--- src/hdl/ctqs_pkg.sv ---
// Package: shared types and constants for the clipped textured quad setup block.
package ctqs_pkg;

   localparam int FRAC_BITS = 16;
   localparam int QW = 33 + FRAC_BITS + 1;

   localparam logic [2:0] CSR_CLIP_LEFT   = 3'd0;
   localparam logic [2:0] CSR_CLIP_BOTTOM = 3'd1;
   localparam logic [2:0] CSR_CLIP_WIDTH  = 3'd2;
   localparam logic [2:0] CSR_CLIP_HEIGHT = 3'd3;
   localparam logic [2:0] CSR_MAX_VERTS   = 3'd4;

   localparam logic [1:0] ST_VERTEX = 2'd0;
   localparam logic [1:0] ST_FULL   = 2'd1;
   localparam logic [1:0] ST_CULL   = 2'd2;

   typedef struct packed {
      logic               frame_start;
      logic signed [31:0] left_x;
      logic signed [31:0] top_y;
      logic signed [31:0] right_x;
      logic signed [31:0] bottom_y;
      logic signed [31:0] tex_left_u;
      logic signed [31:0] tex_top_v;
      logic signed [31:0] tex_right_u;
      logic signed [31:0] tex_bottom_v;
      logic        [31:0] rgba;
   } req_type;

   typedef struct packed {
      logic        [1:0]  status;
      logic        [15:0] vertex_slot;
      logic signed [31:0] out_x;
      logic signed [31:0] out_y;
      logic signed [31:0] out_u;
      logic signed [31:0] out_v;
      logic        [31:0] out_rgba;
      logic               last;
   } rsp_type;

endpackage

--- src/hdl/clipped_textured_quad_setup.sv ---
// Top level: scissor clip of one textured rectangle into six vertices.
//
// Usage: one request on req_ (valid/stall) carries a rectangle, its texture
// corners and a colour. The block answers with six vertex responses on rsp_,
// or a single response with status full or culled. csr_ writes the scissor
// box and vertex capacity; the user must write them only while the block
// is idle, since the block itself does not enforce it.
// A culled or full rectangle passes the test state and then shows its
// single response. A clipped one runs its left, right, top and bottom edge
// ratios through one shared restoring divider, then scales x, y, u and v of
// both corners through one shared multiplier, each in a multiply state and
// an add state, before its six vertices are emitted.
// req_stall is high from acceptance until the last response is taken.
// Reset (synchronous, active high) sets the CSR registers to their defaults,
// clears the vertex count and drops all pending work.
// When the receiver stalls, the response holds and the sequencer waits.
module clipped_textured_quad_setup (
   input  logic                  clock,
   input  logic                  reset,
   input  logic                  req_valid,
   output logic                  req_stall,
   input  ctqs_pkg::req_type     req_data,
   output logic                  rsp_valid,
   input  logic                  rsp_stall,
   output ctqs_pkg::rsp_type     rsp_data,
   input  logic                  csr_write,
   input  logic [2:0]            csr_index,
   input  logic [31:0]           csr_wdata
);

   localparam int FB = ctqs_pkg::FRAC_BITS;
   localparam int QW = ctqs_pkg::QW;
   localparam int CW = $clog2(QW + 1);
   localparam logic [QW-1:0] ONE_Q = QW'(1) << FB;

   localparam logic [2:0] S_IDLE = 3'd0;
   localparam logic [2:0] S_TEST = 3'd1;
   localparam logic [2:0] S_DIV  = 3'd2;
   localparam logic [2:0] S_MUL  = 3'd3;
   localparam logic [2:0] S_ADD  = 3'd4;
   localparam logic [2:0] S_EMIT = 3'd5;
   localparam logic [2:0] S_ONE  = 3'd6;

   logic signed [31:0] clip_left_ff, clip_bottom_ff;
   logic        [30:0] clip_width_ff, clip_height_ff;
   logic        [15:0] max_vertices_ff, vertex_count_ff;

   logic [2:0]         state_ff;
   ctqs_pkg::req_type  req_ff;
   logic [1:0]         idx_ff;
   logic [2:0]         mi_ff;
   logic [2:0]         k_ff;
   logic [1:0]         ost_ff;

   logic [QW-1:0]      num_ff, rem_ff, quo_ff, den_ff;
   logic               qneg_ff, dzero_ff;
   logic [CW-1:0]      cnt_ff;
   logic [FB:0]        ratio_ff [4];

   logic signed [33+FB+1:0] prod_ff;
   logic signed [33:0]      coord_ff [8];

   logic signed [33:0] cr, ct, lx, ty, rx, by;
   assign cr = 34'(clip_left_ff) + 34'({1'b0, clip_width_ff});
   assign ct = 34'(clip_bottom_ff) + 34'({1'b0, clip_height_ff});
   assign lx = 34'(req_ff.left_x);
   assign ty = 34'(req_ff.top_y);
   assign rx = 34'(req_ff.right_x);
   assign by = 34'(req_ff.bottom_y);

   logic signed [33:0] w_s, h_s, tw_s, th_s;
   assign w_s  = rx - lx;
   assign h_s  = ty - by;
   assign tw_s = 34'(req_ff.tex_right_u) - 34'(req_ff.tex_left_u);
   assign th_s = 34'(req_ff.tex_top_v) - 34'(req_ff.tex_bottom_v);

   logic [15:0] vc_eff;
   assign vc_eff = req_ff.frame_start ? 16'd0 : vertex_count_ff;

   // ratio edge selection: 0 left, 1 right, 2 top, 3 bottom
   logic               edge_act;
   logic signed [33:0] edge_num, edge_den;
   always_comb begin
      edge_act = 1'b0;
      edge_num = '0;
      edge_den = w_s;
      unique case (idx_ff)
         2'd0: begin
            edge_act = lx < 34'(clip_left_ff);
            edge_num = 34'(clip_left_ff) - lx;
         end
         2'd1: begin
            edge_act = rx >= cr;
            edge_num = rx - cr;
         end
         2'd2: begin
            edge_act = ty >= ct;
            edge_num = ty - ct;
            edge_den = h_s;
         end
         default: begin
            edge_act = by < 34'(clip_bottom_ff);
            edge_num = 34'(clip_bottom_ff) - by;
            edge_den = h_s;
         end
      endcase
   end

   logic [QW-1:0] num_mag, den_mag;
   assign num_mag = edge_num[33] ? QW'(-edge_num) << FB : QW'(edge_num) << FB;
   assign den_mag = edge_den[33] ? QW'(-edge_den) : QW'(edge_den);

   logic [QW-1:0] rem_sh, rem_sub;
   logic          rem_ge;
   assign rem_sh  = {rem_ff[QW-2:0], num_ff[QW-1]};
   assign rem_ge  = rem_sh >= den_ff;
   assign rem_sub = rem_sh - den_ff;

   // clamp signed quotient (optionally ONE minus) into 0..ONE
   logic signed [QW:0] q_s, r_s;
   logic [FB:0]        r_clamp;
   always_comb begin
      q_s = qneg_ff ? -$signed({1'b0, quo_ff}) : $signed({1'b0, quo_ff});
      if (dzero_ff) q_s = '0;
      r_s = (idx_ff == 2'd1 || idx_ff == 2'd2) ? $signed({1'b0, ONE_Q}) - q_s : q_s;
      if (r_s < 0) r_clamp = '0;
      else if (r_s > $signed({1'b0, ONE_Q})) r_clamp = ONE_Q[FB:0];
      else r_clamp = r_s[FB:0];
   end

   // scale ops: mi -> span and ratio
   logic signed [33:0] m_span;
   logic [FB:0]        m_ratio;
   always_comb begin
      case (mi_ff[1:0])
         2'd0: m_span = w_s;
         2'd1: m_span = h_s;
         2'd2: m_span = tw_s;
         default: m_span = th_s;
      endcase
      case (mi_ff)
         3'd0, 3'd2: m_ratio = ratio_ff[0];
         3'd1, 3'd3: m_ratio = ratio_ff[2];
         3'd4, 3'd6: m_ratio = ratio_ff[1];
         default:    m_ratio = ratio_ff[3];
      endcase
   end

   logic signed [33:0] m_base, m_sum;
   always_comb begin
      case (mi_ff[1:0])
         2'd0: m_base = lx;
         2'd1: m_base = by;
         2'd2: m_base = 34'(req_ff.tex_left_u);
         default: m_base = 34'(req_ff.tex_bottom_v);
      endcase
      m_sum = m_base + 34'(prod_ff >>> FB);
   end

   logic signed [33:0] m_sat;
   always_comb begin
      if (m_sum > 34'sd2147483647) m_sat = 34'sd2147483647;
      else if (m_sum < -34'sd2147483648) m_sat = -34'sd2147483648;
      else m_sat = m_sum;
   end

   // emission corner: TL=0 BL=1 BR=2 TL BR TR=3
   logic [1:0] corner;
   always_comb begin
      case (k_ff)
         3'd0, 3'd3: corner = 2'd0;
         3'd1:       corner = 2'd1;
         3'd5:       corner = 2'd3;
         default:    corner = 2'd2;
      endcase
   end

   always_comb begin
      rsp_data = '0;
      rsp_data.last = 1'b1;
      rsp_data.status = ost_ff;
      if (state_ff == S_EMIT) begin
         rsp_data.status      = ctqs_pkg::ST_VERTEX;
         rsp_data.vertex_slot = vc_eff + 16'(k_ff);
         rsp_data.out_x = (corner == 2'd0 || corner == 2'd1) ?
                          coord_ff[0][31:0] : coord_ff[4][31:0];
         rsp_data.out_y = (corner == 2'd0 || corner == 2'd3) ?
                          coord_ff[1][31:0] : coord_ff[5][31:0];
         rsp_data.out_u = (corner == 2'd0 || corner == 2'd1) ?
                          coord_ff[2][31:0] : coord_ff[6][31:0];
         rsp_data.out_v = (corner == 2'd0 || corner == 2'd3) ?
                          coord_ff[3][31:0] : coord_ff[7][31:0];
         rsp_data.out_rgba = req_ff.rgba;
         rsp_data.last = k_ff == 3'd5;
      end
   end

   assign rsp_valid = state_ff == S_EMIT || state_ff == S_ONE;
   assign req_stall = state_ff != S_IDLE;

   always_ff @(posedge clock) begin
      if (reset) begin
         clip_left_ff    <= -32'sd1073741824;
         clip_bottom_ff  <= -32'sd1073741824;
         clip_width_ff   <= 31'h7FFFFFFF;
         clip_height_ff  <= 31'h7FFFFFFF;
         max_vertices_ff <= 16'hFFFF;
      end else if (csr_write) begin
         unique case (csr_index)
            ctqs_pkg::CSR_CLIP_LEFT:   clip_left_ff    <= csr_wdata;
            ctqs_pkg::CSR_CLIP_BOTTOM: clip_bottom_ff  <= csr_wdata;
            ctqs_pkg::CSR_CLIP_WIDTH:  clip_width_ff   <= csr_wdata[30:0];
            ctqs_pkg::CSR_CLIP_HEIGHT: clip_height_ff  <= csr_wdata[30:0];
            ctqs_pkg::CSR_MAX_VERTS:   max_vertices_ff <= csr_wdata[15:0];
            default: ;
         endcase
      end
   end

   always_ff @(posedge clock) begin
      if (reset) begin
         state_ff        <= S_IDLE;
         vertex_count_ff <= '0;
      end else begin
         unique case (state_ff)
            S_IDLE: if (req_valid) state_ff <= S_TEST;
            S_TEST: begin
               if (17'(vc_eff) + 17'd6 > 17'(max_vertices_ff)) begin
                  ost_ff   <= ctqs_pkg::ST_FULL;
                  state_ff <= S_ONE;
               end else if (lx >= cr || ty < 34'(clip_bottom_ff) ||
                            rx < 34'(clip_left_ff) || by >= ct) begin
                  ost_ff   <= ctqs_pkg::ST_CULL;
                  state_ff <= S_ONE;
               end else begin
                  idx_ff   <= 2'd0;
                  cnt_ff   <= '0;
                  state_ff <= S_DIV;
               end
            end
            S_DIV: begin
               if (cnt_ff == '0) begin
                  num_ff   <= num_mag;
                  den_ff   <= den_mag;
                  rem_ff   <= '0;
                  quo_ff   <= '0;
                  qneg_ff  <= edge_num[33] ^ edge_den[33];
                  dzero_ff <= edge_den == '0;
                  cnt_ff   <= CW'(1);
               end else if (cnt_ff <= CW'(QW)) begin
                  rem_ff <= rem_ge ? rem_sub : rem_sh;
                  quo_ff <= {quo_ff[QW-2:0], rem_ge};
                  num_ff <= {num_ff[QW-2:0], 1'b0};
                  cnt_ff <= cnt_ff + CW'(1);
               end else begin
                  if (edge_act) ratio_ff[idx_ff] <= r_clamp;
                  else ratio_ff[idx_ff] <= (idx_ff == 2'd1 || idx_ff == 2'd2) ?
                                           ONE_Q[FB:0] : '0;
                  cnt_ff <= '0;
                  idx_ff <= idx_ff + 2'd1;
                  if (idx_ff == 2'd3) begin
                     mi_ff    <= '0;
                     state_ff <= S_MUL;
                  end
               end
            end
            S_MUL: begin
               prod_ff  <= m_span * $signed({1'b0, m_ratio});
               state_ff <= S_ADD;
            end
            S_ADD: begin
               coord_ff[mi_ff] <= m_sat;
               mi_ff <= mi_ff + 3'd1;
               if (mi_ff == 3'd7) begin
                  k_ff     <= '0;
                  state_ff <= S_EMIT;
               end else begin
                  state_ff <= S_MUL;
               end
            end
            S_EMIT: if (!rsp_stall) begin
               k_ff <= k_ff + 3'd1;
               if (k_ff == 3'd5) begin
                  vertex_count_ff <= vc_eff + 16'd6;
                  state_ff        <= S_IDLE;
               end
            end
            S_ONE: if (!rsp_stall) begin
               if (req_ff.frame_start) vertex_count_ff <= '0;
               state_ff <= S_IDLE;
            end
            default: state_ff <= S_IDLE;
         endcase
      end
   end

   always_ff @(posedge clock) begin
      if (state_ff == S_IDLE && req_valid) req_ff <= req_data;
   end

`ifndef SYNTHESIS
   a_stall_busy: assert property (@(posedge clock) disable iff (reset)
      rsp_valid |-> req_stall) else $error("response while accepting");
   a_hold: assert property (@(posedge clock) disable iff (reset)
      rsp_valid && rsp_stall |=> rsp_valid && $stable(rsp_data))
      else $error("stalled response changed");
   a_count: assert property (@(posedge clock) disable iff (reset)
      state_ff == S_EMIT && k_ff == 3'd5 && !rsp_stall |=>
      vertex_count_ff == $past(vc_eff) + 16'd6) else $error("vertex count");
`endif

endmodule

--- config.mk ---
export PLATFORM = sky130hd
export DESIGN_NAME = clipped_textured_quad_setup
export DESIGN_NICKNAME = d
export VERILOG_FILES = /design/src/hdl/ctqs_pkg.sv /design/src/hdl/clipped_textured_quad_setup.sv
export SDC_FILE = /design/constraint.sdc
export NUM_CORES = 2
export LEC_CHECK = 0
export BUFFER_PORTS_ARGS = -buffer_cell sky130_fd_sc_hd__buf_4
export CORE_MARGIN = 3
export CORE_UTILIZATION = 44
export CTS_BUF_LIST = sky130_fd_sc_hd__clkbuf_4 sky130_fd_sc_hd__clkbuf_8 sky130_fd_sc_hd__clkbuf_16
export DETAILED_ROUTE_END_ITERATION = 7
export PLACE_DENSITY = 0.62
export REMOVE_ABC_BUFFERS = 1
export SETUP_SLACK_MARGIN = 0.3
export SLEW_MARGIN = 15
export SYNTH_ARGS = -nofsm -noshare
export SYNTH_HDL_FRONTEND = slang
export SYNTH_SLANG_ARGS = --single-unit
--- constraint.sdc ---
create_clock -name clock -period 15.1 [get_ports clock]
set_input_delay 0.755 -clock clock [delete_from_list [all_inputs] [get_ports clock]]
set_output_delay 0.755 -clock clock [all_outputs]
set_load 0.02 [all_outputs]
==> out/qor.csv <==
metric,value,unit
Hold Buf Count CTS,0,
pin count of the biggest net entering global routing,97,
Initial Utilization,44.3,%
top-area cell type share of the netlist area,29.1,%
vias in the first global route,72700,
distinct cell type count after synthesis,95,
share of layout cells above drive strength 1,10.4,%
Tmin final,11890,ps
max incr delay on CP,750,ps
Nets,11500,
worst-margin pin slew,1340,ps
Fin. Hold Viols,0,
DR WL/cell,26.1,um
Critical Path Source Type,flop,
data arrival time of the worst path,12540,ps
Syn Inst Count,9522,
"antenna viol nets, final",0,
Final Util,50.1,%
I/O pin total,510,
Setup CP Type,flop to flop,
Hold Startpoint,req_data[288],
Final Cycle Share,78.8,%
DIE WIDTH,452,um
unrepaired setup endpoints after global routing,false,
DRT Wirelength,330000,um
cts repair resizes,0,
reg2reg setup slack,3210,ps
max frequency,84.1,MHz
buffers added on ports,509,
failing checks,design-rule violations,
CP endpoint kind,flop,
worst hold path cell count,1,
"FF+latch count, synth",1009,
"Primary FF master, synth",edfxtp_1,
residual overflow from global routing,0,
Synth area leaders,"edfxtp_1 29%, fa_1 12%, ha_1 9.9%",
worst r2r path cells,38,
number of synthesized flops with an enable pin,848,
CTS tree,yes,
"Cell Area, Synth",0.0876,sq mm
Setup TNS,0,ps
first-pass GRT wire length,485000,um
Worst Hold End,req_ff[288]$_DFFE_PP_,
CTS Sinks,1009,
Post-CTS Setup Bufs,0,
clock skew,69.1,ps
vias,74600,
max cap viols,0,
Worst-path clk slew,70,ps
Clock Latency Late Sink,840,ps
worst-path maximum fanout,12,
area grow syn2layout,12.9,%
post-placement cell area,0.0947,sq mm
DRC,8,
Clock Path Buffers,3,
sequential area share after synthesis,32.8,%
H-tree levels,3,
Final Instance Area,0.0989,sq mm
Max Transition Viols Final,0,
YS warnings,0,
DR iter-0 viols,7604,
Final Wtd Congestion,1.05,
normalized max-slew margin,9.63,%
asr flop ratio synth,0,%
GRT Util Overall,31.9,%
site row count,163,
Hold/Removal Path Class,primary input to flop,
DP Wirelength,265000,um
final setup vio count,0,
DRT Pass-1 Iters,8,
initial antenna violation count,16,
syn_area_per_cell,9.20,sq um
"commonest non-fill, non-tap cell in the layout",nand2_1,
drt via density,5.89,
Critical Path RT,15750,ps
reg2reg start,req_ff[129]$_DFFE_PP_,
slowest CP cell,o21ai_0,
Num CTS Buffers,117,
Root Buffer,clkbuf_16,
reg2reg end,prod_ff[49]$_DFFE_PP_,
most frequent cells in the layout,"1081 x nand2_1, 1040 x inv_1, 848 x edfxtp_1",
Min Hold Slack,98.1,ps
area of the core,0.198,sq mm
die area,0.204,sq mm
outcome,"finished, violations left",
Die Y,452,um
"area leader, netlist",edfxtp_1,
[per-layer routing]
layer	vias to the layer above	wire (um)	track usage, %
met2	3290	142000	48.0
met5	-	40	0
met1	36600	138000	43.1
met4	6	23500	18.9
met3	628	26600	5.50
li1	34000	-	-
[synth_stat cells (all sizes together), types with 67 or more instances]
master  number
nor2       811
ha         692
a211oi      69
nand2     1081
nand3      162
and2       113
inv       1040
a21oi      641
nand2b     141
dfxtp      161
fa         536
clkbuf     350
nand3b      97
nand4       95
nor2b      125
a31oi       74
or2         70
xnor2      278
o21ai      435
edfxtp     848
and3        67
mux2i      109
nor3       135
a21o       229
o21a       113
xor2       192
[cells by family (layout without fill, tap and decap cells)]
kind of cell / after synthesis / count (layout) / synth area share, %
AOI/OAI and AO/OA: 2119 / 2119 / 15.7
muxes: 129 / 129 / 1.50
and+or+nand+nor: 3122 / 3122 / 17.0
adders and majority gates: 1233 / 1233 / 22.2
DFF: 1009 / 1009 / 32.8
other: 1 / 22 / 0.00428
xor gates and xnor gates: 470 / 470 / 4.70
buffers and inverters: 1439 / 1919 / 6.18
[registers in the layout, indices dropped and copies added, names as in the netlist, 16 cells and up]
signal and cells:
max_vertices_ff 16, req_ff 225, coord_ff 256, clip_height_ff 31, ratio_ff 68, clip_width_ff 31
clip_left_ff 32, vertex_count_ff 16, prod_ff 34, clip_bottom_ff 32, by 32, lx 32
num_ff 34, rem_ff 49, den_ff 50, quo_ff 50
[critical path: cells and delay by family, from the launching register on]
family | cells | cell delay, ps
AO/OA/AOI/OAI | 20 | 6050
buffers and inverters | 4 | 230
flip-flops | 1 | 460
XOR/XNOR | 1 | 150
AND/OR/NAND/NOR | 5 | 1290
adder cells (fa/ha/maj) | 8 | 3560
[per-stage QoR]
| step | setup WS, ps | instances |
|---|---|---|
| 2_1_floorplan | 1250 | 9145 |
| 3_3_place_gp | 3400 | 12400 |
| 3_5_place_dp | 3330 | 12400 |
| 4_1_cts | 3320 | 12700 |
| 5_1_grt | 2390 | 12700 |
| 6_report | 3210 | 12700 |
[cell type report]
cell class	instances	area [sq um]
fill	18400	98700
multi-input combinational	7090	53900
sequential	1009	28700
timing repair buffer	654	4910
inverter	1046	3930
tap	2640	3300
clock buffer	141	3180
clock inverter	78	1030
antenna	5	12.5
[how the worst max path moves through the flow]
stage,start,to,slack (ps),cells after the start
after global placement,lx[1]$_DFFE_PP_,prod_ff[39]$_DFFE_PP_,3400,37
after CTS,lx[1]$_DFFE_PP_,prod_ff[39]$_DFFE_PP_,3320,37
after global routing,req_ff[129]$_DFFE_PP_,prod_ff[49]$_DFFE_PP_,2390,38
after detailed placement,lx[1]$_DFFE_PP_,prod_ff[39]$_DFFE_PP_,3330,37
after floorplan,state_ff[2]$_SDFFE_PP0P_,by[0]$_DFFE_PP_,1250,2
final,req_ff[129]$_DFFE_PP_,prod_ff[49]$_DFFE_PP_,3210,38
Power is left out: the tool's default activity adds up to more than one toggle a clock period on the data nets, which glitch-free logic cannot reach.
